[config.mk]
export PLATFORM = sky130hd
export DESIGN_NAME = packet_steer_classifier
export DESIGN_NICKNAME = d
export VERILOG_FILES = /design/src/rtl/psc_pkg.sv /design/src/rtl/packet_steer_classifier.sv
export SDC_FILE = /design/constraint.sdc
export NUM_CORES = 1
export LEC_CHECK = 0
export BUFFER_PORTS_ARGS = -buffer_cell sky130_fd_sc_hd__buf_2
export CAP_MARGIN = 10
export CORE_MARGIN = 2
export CORE_UTILIZATION = 54
export CTS_CLUSTER_SIZE = 20
export DETAILED_ROUTE_END_ITERATION = 10
export GPL_TIMING_DRIVEN = 0
export PLACE_DENSITY = 0.77
export SYNTH_ARGS = -nofsm -noshare
export SYNTH_HDL_FRONTEND = slang
export SYNTH_SLANG_ARGS = --single-unit
[constraint.sdc]
create_clock -name clk -period 4.2 [get_ports clk]
set_input_delay 0.63 -clock clk [delete_from_list [all_inputs] [get_ports clk]]
set_output_delay 0.63 -clock clk [all_outputs]
set_load 0.02 [all_outputs]
[src/rtl/psc_pkg.sv]
// ----------------------------------------------------------------------------
// psc_pkg
// Types and constants for the packet steering classifier.
// ----------------------------------------------------------------------------
package psc_pkg;

	localparam int CFG_INDEX_W = 1;
	localparam int CFG_DATA_W  = 64;

	typedef logic [CFG_INDEX_W-1:0] cfg_index_t;

	// configuration register indexes
	localparam cfg_index_t REG_SOCKET_MAP    = 1'b0;
	localparam cfg_index_t REG_EXCLUDED_PORT = 1'b1;

	localparam logic [15:0] DEFAULT_EXCLUDED_PORT = 16'd22;

	localparam logic [15:0] ETHERTYPE_IPV4 = 16'h0800;

	// header sizes in bytes, and the minimum IHL in 32-bit words
	localparam logic [6:0] ETH_LEN      = 7'd14;
	localparam logic [6:0] IPV4_MIN_LEN = 7'd20;
	localparam logic [6:0] TCP_LEN      = 7'd20;
	localparam logic [6:0] UDP_LEN      = 7'd8;
	localparam logic [3:0] MIN_IHL      = 4'd5;

	// byte offsets from the start of the frame
	localparam logic [15:0] POS_ETYPE_HI = 16'd12;
	localparam logic [15:0] POS_ETYPE_LO = 16'd13;
	localparam logic [15:0] POS_IHL      = 16'd14;
	localparam logic [15:0] POS_PROTO    = 16'd23;

	localparam logic [7:0] PROTO_ICMP = 8'd1;
	localparam logic [7:0] PROTO_TCP  = 8'd6;
	localparam logic [7:0] PROTO_UDP  = 8'd17;

	// byte within the four layer-4 port bytes
	typedef enum logic [1:0] {
		L4_SRC_HI = 2'd0,
		L4_SRC_LO = 2'd1,
		L4_DST_HI = 2'd2,
		L4_DST_LO = 2'd3
	} l4_byte_t;

endpackage

[src/rtl/packet_steer_classifier.sv]
// ----------------------------------------------------------------------------
// packet_steer_classifier
// Byte-serial Ethernet/IPv4 frame classifier giving a steering verdict.
// ----------------------------------------------------------------------------
// Usage:
//  - Input channel (in_valid/in_stall) carries one frame byte per request,
//    with last_byte marking the final byte and rx_queue the frame's queue.
//  - Output channel (out_valid/out_stall) carries one verdict per frame,
//    issued for the last byte only; target_queue is that byte's rx_queue.
//  - Config port: cfg_we writes cfg_data to register cfg_index
//    (0 socket_map, 1 excluded_port). Write only while the block is idle.
//  - Throughput: one byte per cycle while in_stall is low. Each byte sits in the input
//    register, where the header captures and the verdict are worked out.
//  - Result register: the verdict and target_queue are loaded when the last
//    byte leaves the input register, and out_valid rises with them.
//  - Stall: non-last bytes keep flowing while a verdict waits. A last byte
//    waits in the input register, and in_stall is raised, only while the
//    previous verdict is still held by out_stall.
//  - Reset: clears frame state, empties both registers, socket_map to 0
//    and excluded_port to 22.
// ----------------------------------------------------------------------------
module packet_steer_classifier #(
	parameter int QUEUES = 64
) (
	input  logic                          clk,
	input  logic                          arst_n,
	// configuration
	input  logic                          cfg_we,
	input  psc_pkg::cfg_index_t           cfg_index,
	input  logic [psc_pkg::CFG_DATA_W-1:0] cfg_data,
	// byte input
	input  logic                          in_valid,
	output logic                          in_stall,
	input  logic [7:0]                    pkt_byte,
	input  logic                          last_byte,
	input  logic [7:0]                    rx_queue,
	// verdict output
	output logic                          out_valid,
	input  logic                          out_stall,
	output logic                          verdict,
	output logic [7:0]                    target_queue
);

	localparam int QW = (QUEUES > 1) ? $clog2(QUEUES) : 1;

	// configuration registers
	logic [QUEUES-1:0] socket_map_q;
	logic [15:0]       excluded_port_q;

	// input register
	logic       valid_s1;
	logic [7:0] byte_s1;
	logic       last_s1;
	logic [7:0] queue_s1;

	// frame state
	logic [15:0] byte_count_q;
	logic [15:0] ether_type_q;
	logic [3:0]  header_words_q;
	logic [7:0]  proto_q;
	logic [15:0] src_port_q;
	logic [15:0] dst_port_q;

	// result register
	logic       out_valid_q;
	logic       verdict_q;
	logic [7:0] target_q;

	logic accept;
	logic advance;
	logic out_free;

	logic [15:0] ether_type_d;
	logic [3:0]  header_words_d;
	logic [7:0]  proto_d;
	logic [15:0] src_port_d;
	logic [15:0] dst_port_d;
	logic [6:0]  l4_cur;
	logic [16:0] l4_diff;
	logic        in_l4;
	logic [16:0] frame_len;
	logic [6:0]  l4_new;
	logic        queue_bound;
	logic        verdict_d;

	assign out_free = !out_valid_q || !out_stall;
	assign advance  = valid_s1 && (!last_s1 || out_free);
	assign in_stall = valid_s1 && !advance;
	assign accept   = in_valid && !in_stall;

	assign out_valid    = out_valid_q;
	assign verdict      = verdict_q;
	assign target_queue = target_q;

	// header capture for the byte in the input register
	assign l4_cur  = psc_pkg::ETH_LEN + {1'b0, header_words_q, 2'b00};
	assign l4_diff = {1'b0, byte_count_q} - {10'd0, l4_cur};
	assign in_l4   = !l4_diff[16] && (l4_diff[15:2] == 14'd0);

	always_comb begin
		ether_type_d   = ether_type_q;
		header_words_d = header_words_q;
		proto_d        = proto_q;
		src_port_d     = src_port_q;
		dst_port_d     = dst_port_q;
		if (byte_count_q == psc_pkg::POS_ETYPE_HI) begin
			ether_type_d[15:8] = byte_s1;
		end else if (byte_count_q == psc_pkg::POS_ETYPE_LO) begin
			ether_type_d[7:0] = byte_s1;
		end else if (byte_count_q == psc_pkg::POS_IHL) begin
			header_words_d = byte_s1[3:0];
		end else if (byte_count_q == psc_pkg::POS_PROTO) begin
			proto_d = byte_s1;
		end
		if (in_l4) begin
			unique case (psc_pkg::l4_byte_t'(l4_diff[1:0]))
				psc_pkg::L4_SRC_HI: src_port_d[15:8] = byte_s1;
				psc_pkg::L4_SRC_LO: src_port_d[7:0]  = byte_s1;
				psc_pkg::L4_DST_HI: dst_port_d[15:8] = byte_s1;
				psc_pkg::L4_DST_LO: dst_port_d[7:0]  = byte_s1;
				default:            src_port_d       = src_port_q;
			endcase
		end
	end

	// verdict, from the state including this byte
	assign frame_len   = {1'b0, byte_count_q} + 17'd1;
	assign l4_new      = psc_pkg::ETH_LEN + {1'b0, header_words_d, 2'b00};
	assign queue_bound = (queue_s1 < 8'(QUEUES)) && socket_map_q[queue_s1[QW-1:0]];

	always_comb begin
		priority if (frame_len < 17'(psc_pkg::ETH_LEN)) begin
			verdict_d = 1'b0;
		end else if (ether_type_d != psc_pkg::ETHERTYPE_IPV4) begin
			verdict_d = 1'b0;
		end else if (frame_len < 17'(psc_pkg::ETH_LEN + psc_pkg::IPV4_MIN_LEN)) begin
			verdict_d = 1'b0;
		end else if (header_words_d < psc_pkg::MIN_IHL) begin
			verdict_d = 1'b0;
		end else if (frame_len < 17'(l4_new)) begin
			verdict_d = 1'b0;
		end else if (proto_d == psc_pkg::PROTO_TCP) begin
			if (frame_len < 17'(l4_new) + 17'(psc_pkg::TCP_LEN)) begin
				verdict_d = 1'b0;
			end else if (src_port_d == excluded_port_q || dst_port_d == excluded_port_q) begin
				verdict_d = 1'b0;
			end else begin
				verdict_d = queue_bound;
			end
		end else if (proto_d == psc_pkg::PROTO_UDP) begin
			verdict_d = (frame_len >= 17'(l4_new) + 17'(psc_pkg::UDP_LEN)) && queue_bound;
		end else if (proto_d == psc_pkg::PROTO_ICMP) begin
			verdict_d = 1'b0;
		end else begin
			verdict_d = queue_bound;
		end
	end

	always_ff @(posedge clk or negedge arst_n) begin
		if (!arst_n) begin
			socket_map_q    <= '0;
			excluded_port_q <= psc_pkg::DEFAULT_EXCLUDED_PORT;
		end else if (cfg_we) begin
			unique case (cfg_index)
				psc_pkg::REG_SOCKET_MAP:    socket_map_q    <= cfg_data[QUEUES-1:0];
				psc_pkg::REG_EXCLUDED_PORT: excluded_port_q <= cfg_data[15:0];
				default:                    socket_map_q    <= socket_map_q;
			endcase
		end
	end

	always_ff @(posedge clk or negedge arst_n) begin
		if (!arst_n) begin
			valid_s1 <= 1'b0;
		end else if (accept) begin
			valid_s1 <= 1'b1;
		end else if (advance) begin
			valid_s1 <= 1'b0;
		end
	end

	always_ff @(posedge clk) begin
		if (accept) begin
			byte_s1  <= pkt_byte;
			last_s1  <= last_byte;
			queue_s1 <= rx_queue;
		end
	end

	always_ff @(posedge clk or negedge arst_n) begin
		if (!arst_n) begin
			byte_count_q   <= '0;
			ether_type_q   <= '0;
			header_words_q <= '0;
			proto_q        <= '0;
			src_port_q     <= '0;
			dst_port_q     <= '0;
		end else if (advance) begin
			if (last_s1) begin
				byte_count_q   <= '0;
				ether_type_q   <= '0;
				header_words_q <= '0;
				proto_q        <= '0;
				src_port_q     <= '0;
				dst_port_q     <= '0;
			end else begin
				// count saturates on very long frames
				if (byte_count_q != 16'hFFFF) begin
					byte_count_q <= byte_count_q + 16'd1;
				end
				ether_type_q   <= ether_type_d;
				header_words_q <= header_words_d;
				proto_q        <= proto_d;
				src_port_q     <= src_port_d;
				dst_port_q     <= dst_port_d;
			end
		end
	end

	always_ff @(posedge clk or negedge arst_n) begin
		if (!arst_n) begin
			out_valid_q <= 1'b0;
		end else if (advance && last_s1) begin
			out_valid_q <= 1'b1;
		end else if (!out_stall) begin
			out_valid_q <= 1'b0;
		end
	end

	always_ff @(posedge clk) begin
		if (advance && last_s1) begin
			verdict_q <= verdict_d;
			target_q  <= queue_s1;
		end
	end

`ifndef SYNTHESIS
	a_redirect_in_range: assert property (@(posedge clk) disable iff (!arst_n)
		out_valid_q && verdict_q |-> target_q < 8'(QUEUES))
		else $error("redirect to a queue with no socket map bit");

	a_stall_only_on_last: assert property (@(posedge clk) disable iff (!arst_n)
		in_stall |-> valid_s1 && last_s1 && out_valid_q && out_stall)
		else $error("input stalled without a blocked verdict");

	a_frame_cleared: assert property (@(posedge clk) disable iff (!arst_n)
		advance && last_s1 |=> byte_count_q == 16'd0 && header_words_q == 4'd0)
		else $error("frame state not cleared after last byte");

	a_count_steps: assert property (@(posedge clk) disable iff (!arst_n)
		advance && !last_s1 && byte_count_q != 16'hFFFF
		|=> byte_count_q == $past(byte_count_q) + 16'd1)
		else $error("byte count did not advance");

	a_verdict_loaded: assert property (@(posedge clk) disable iff (!arst_n)
		advance && last_s1 |=> out_valid_q && target_q == $past(queue_s1))
		else $error("verdict not loaded for last byte");
`endif

endmodule
==> results.md <==
- Worst EP required: between 4 and 5 ns
- Die footprint: ~20000 µm²
- Tot GR Track Use: between 20% and 30%
- Failing checks: setup timing
- Post-synth EDFFs: 26
- Seq/Total Area, Yosys: between 40% and 50%
- Synthesis-stage register bit count: between 150 and 200
- Core area: ~19000 µm²
- Largest net degree at the start of global routing: between 100 and 150
- Met2 usage: a little under half
- PD cells: slightly below 400 nW/µm²
- Synth top cells by count: 155 x dfrtp_1, 102 x nand2_1, 82 x o21ai_0, 80 x mux2_2, 60 x nor2_1
- Fin crit share: 109%
- Clk_lat worst skew: between 0.4 and 0.5 ns
- Crit path kind: flip-flop to flip-flop
- Top FF cell, synth: dfrtp_1
- Gate power share: between 10% and 20%
- Switch Pwr: 0.00130 W
- Final Max Slew Viols: 0
- Cell with the most instances after synthesis: dfrtp_1
- Via count: 8157
- Status: finished with violations
- DRC errors left: 0
- Worst path depth: 15
- Flop-to-flop setup slack: -0.38 ns
- RSZ-0062 raised after global routing: true
- NumNets Final: 1224
- CTS tree: yes
- Clock Skew: roughly 0.013 ns
- Boundary Pins: 98
- Die height: around 140 µm
- Met3 GRT Util: roughly 5.4%
- Reg power frac: between 40 and 50%
- Antenna diodes: 0
- # rows: 50
- Vias in the first global route: a little over 8000
- Slew HR: 28.2%
- # port buffers: 97
- Max cap viols: 0
- Share of cells above drive strength 1: 25.1%
- Internal power: about 0.0033 W
- First-pass GRT wire length: 42.5 mm
- FILL cells: roughly 1400
- Clock Power Share: 34.4%
- Slack of the critical path: -0.377 ns
- Mapped Nets: approximately 1100
- Cell family with most CP delay: simple AND/OR/NAND/NOR gates
- TritonCTS Buffers: 17
- Antenna violations before repair: 0
- Reg clk slew, reported paths: 0.07 ns
- Crit path cell chain: inv_2 > ha_1 > inv_2 > ha_4 > or4_4 > or4b_2 > o31ai_1 > a41oi_2 > a2111oi_4 > nand3_2 > buf_6 > mux2_4 > a32o_1 > or4_4 > o311a_1
- Avg Cell Area, Syn: 10.4 µm²
- GR Overflow Total: 0
- Fmax: ~220 MHz
- P&R area growth vs syn: 15.9%
- RePlAce Congestion: 0.965
- H-tree Lvls: 4
- Crit Path Max Fanout: 4
- WP data arrival: around 4.8 ns
- Pre-CTS setup slack: -1.23 ns
- Final setup vio count: 1
- Max IR drop VDD: approximately 0.31 mV
- YS warnings: 0
- CTS root buffer: clkbuf_16
- Initial Util: between 50% and 60%
- Cell Area, Synth: ~10000 µm²
- Leakage Power: ~5.0 nW
- Multi-input logic area: 5200 µm²
- Cell taking the most area after synthesis: dfrtp_1
- CP Buf/Inv Count: 3
- Sequential Area: between 4000 and 5000 µm²
- Clk buf depth: 2
- Sink Count: 184
- Area contributors post-synth: dfrtp_1 38%, mux2_2 8.8%, edfxtp_1 7.7%
- Ys async rst share: between 80% and 90%
- CP startpoint kind: flip-flop
- Via-to-Cell Ratio: 6.03
- Top-area cell type share of the netlist area: a little under two fifths
- Hold WS: between 0.09 and 0.1 ns
- Hold Fails Final Rpt: 0
- Critical path capture point type: flip-flop
- Post-route minimum period: 4.58 ns
- Post-Syn Instances: a little under 1000
- R2R depth: 15
- GR peak layer: met2
- Sw frac: 28.6%
- Synth cell types: 66
- Routed WL per cell: around 20 µm
- Worst slew pin tran: 1.07 ns
- Final ANT Viol Nets: 0
- Hold crit path type: input port to asynchronous set/reset pin
- Critical path's slowest cell: or4b_2
- Detail Placement HPWL: approximately 19 mm
- Drt pass-1 iters: 6
- Met1 Usage GRT: approximately a third
- Slowest Stage Delay on Critical Path: approximately 0.65 ns
- Routed WL: about 27 mm
- Initial DRC count: 720
- Die width: ~140 µm
-- logic make-up (layout without fill, tap and decap cells) --
| logic type | after synthesis | count (layout) | synth area share [%] |
|---|---|---|---|
| AO/OA/AOI/OAI | 235 | 235 | 14.4 |
| buffers and inverters | 103 | 241 | 3.94 |
| XOR/XNOR | 44 | 44 | 3.78 |
| multiplexers | 121 | 121 | 15.5 |
| flip-flops | 184 | 184 | 46.4 |
| adder cells (fa/ha/maj) | 32 | 32 | 3.92 |
| AND/OR/NAND/NOR | 261 | 261 | 12.0 |
-- path summary, 6_finish.rpt --
path	from	endpoint
worst min register to register	queue_s1[1]	target_queue[1]
worst max-delay path	byte_count_q[5]	verdict
min in group clk	rx_queue[3]	queue_s1[3]
worst max register to register	byte_count_q[5]	verdict
worst min-delay path	arst_n	socket_map_q[60]
max in group asynchronous	arst_n	ether_type_q[6]
-- sequential cells by signal (all words and copies together), names as in the netlist, 4 cells and up --
register,cells
queue_s1,8
byte_s1,8
target_queue,8
src_port_q,16
dst_port_q,16
ether_type_q,16
byte_count_q,16
proto_q,8
socket_map_q,64
excluded_port_q,16
header_words_q,4
-- cell usage in the layout (no fill, tap or decap), types with 6 or more instances in the layout --
cell and instances:
nor2_1 58, buf_2 99, mux4_2 21, buf_4 10, nand2b_1 6, mux2i_1 16, a21o_1 10, o21ai_0 81
o22ai_1 10, mux2_2 80, inv_1 40, edfxtp_1 26, o31ai_1 7, nand4_1 11, nand2_1 102, a31oi_1 6
xnor2_1 17, xor2_1 26, nand3_1 13, dfrtp_1 155, clkbuf_16 17, ha_1 30, nor2b_1 6, a21oi_1 52
a22oi_1 23, clkbuf_1 47, nor3_1 16, nor4_1 9
-- area by class of cell --
type                            instances  area share [%]
Clock buffer                           18            3.72
Sequential cell                       184            40.1
Buffer                                 59            2.13
Multi-Input combinational cell        693            44.0
Inverter                               42            1.33
Clock inverter                         14            1.22
Timing Repair Buffer                  108            5.06
Tap cell                              234            2.48
-- routing by layer --
metal  up-vias  part of all wire (%)
met5         -                     0
met4         0                   3.4
met3        61                   7.0
met2       334                    49
met1      3951                    41
li1       3811                     -
-- timing repair --
| item | CTS | global route |
|---|---|---|
| hold buffers | 0 | 0 |
| setup endpoints to repair | 12 | 28 |
| gates resized for setup | 16 | 31 |
| setup buffers | 7 | 3 |
| pin swaps | 6 | 5 |
-- metrics by stage --
stage          util, %  cells  area [µm²]  TNS, ns  total power (W)
5_1_grt           63.4   1352       11800   -0.500          0.00476
3_5_place_dp      59.1   1312       11000    -1.41          0.00300
4_1_cts           62.9   1349       11700   -0.361          0.00457
3_3_place_gp      58.9   1311       11000    -1.14          0.00296
6_report          63.4   1352       11800   -0.377          0.00456
2_1_floorplan        -    980       10200   -0.294          0.00272
-- power by group through the flow --
stage	clock network (W)	registers (W)	logic, W
after floorplan	0	0.00217	0.000544
after global placement	0	0.00221	0.000748
after detailed placement	0	0.00222	0.000777
after CTS	0.00159	0.00219	0.000789
after global routing	0.00166	0.00222	0.000869
final	0.00157	0.00220	0.000791
No activity file was read; power rests on OpenSTA's default activity.
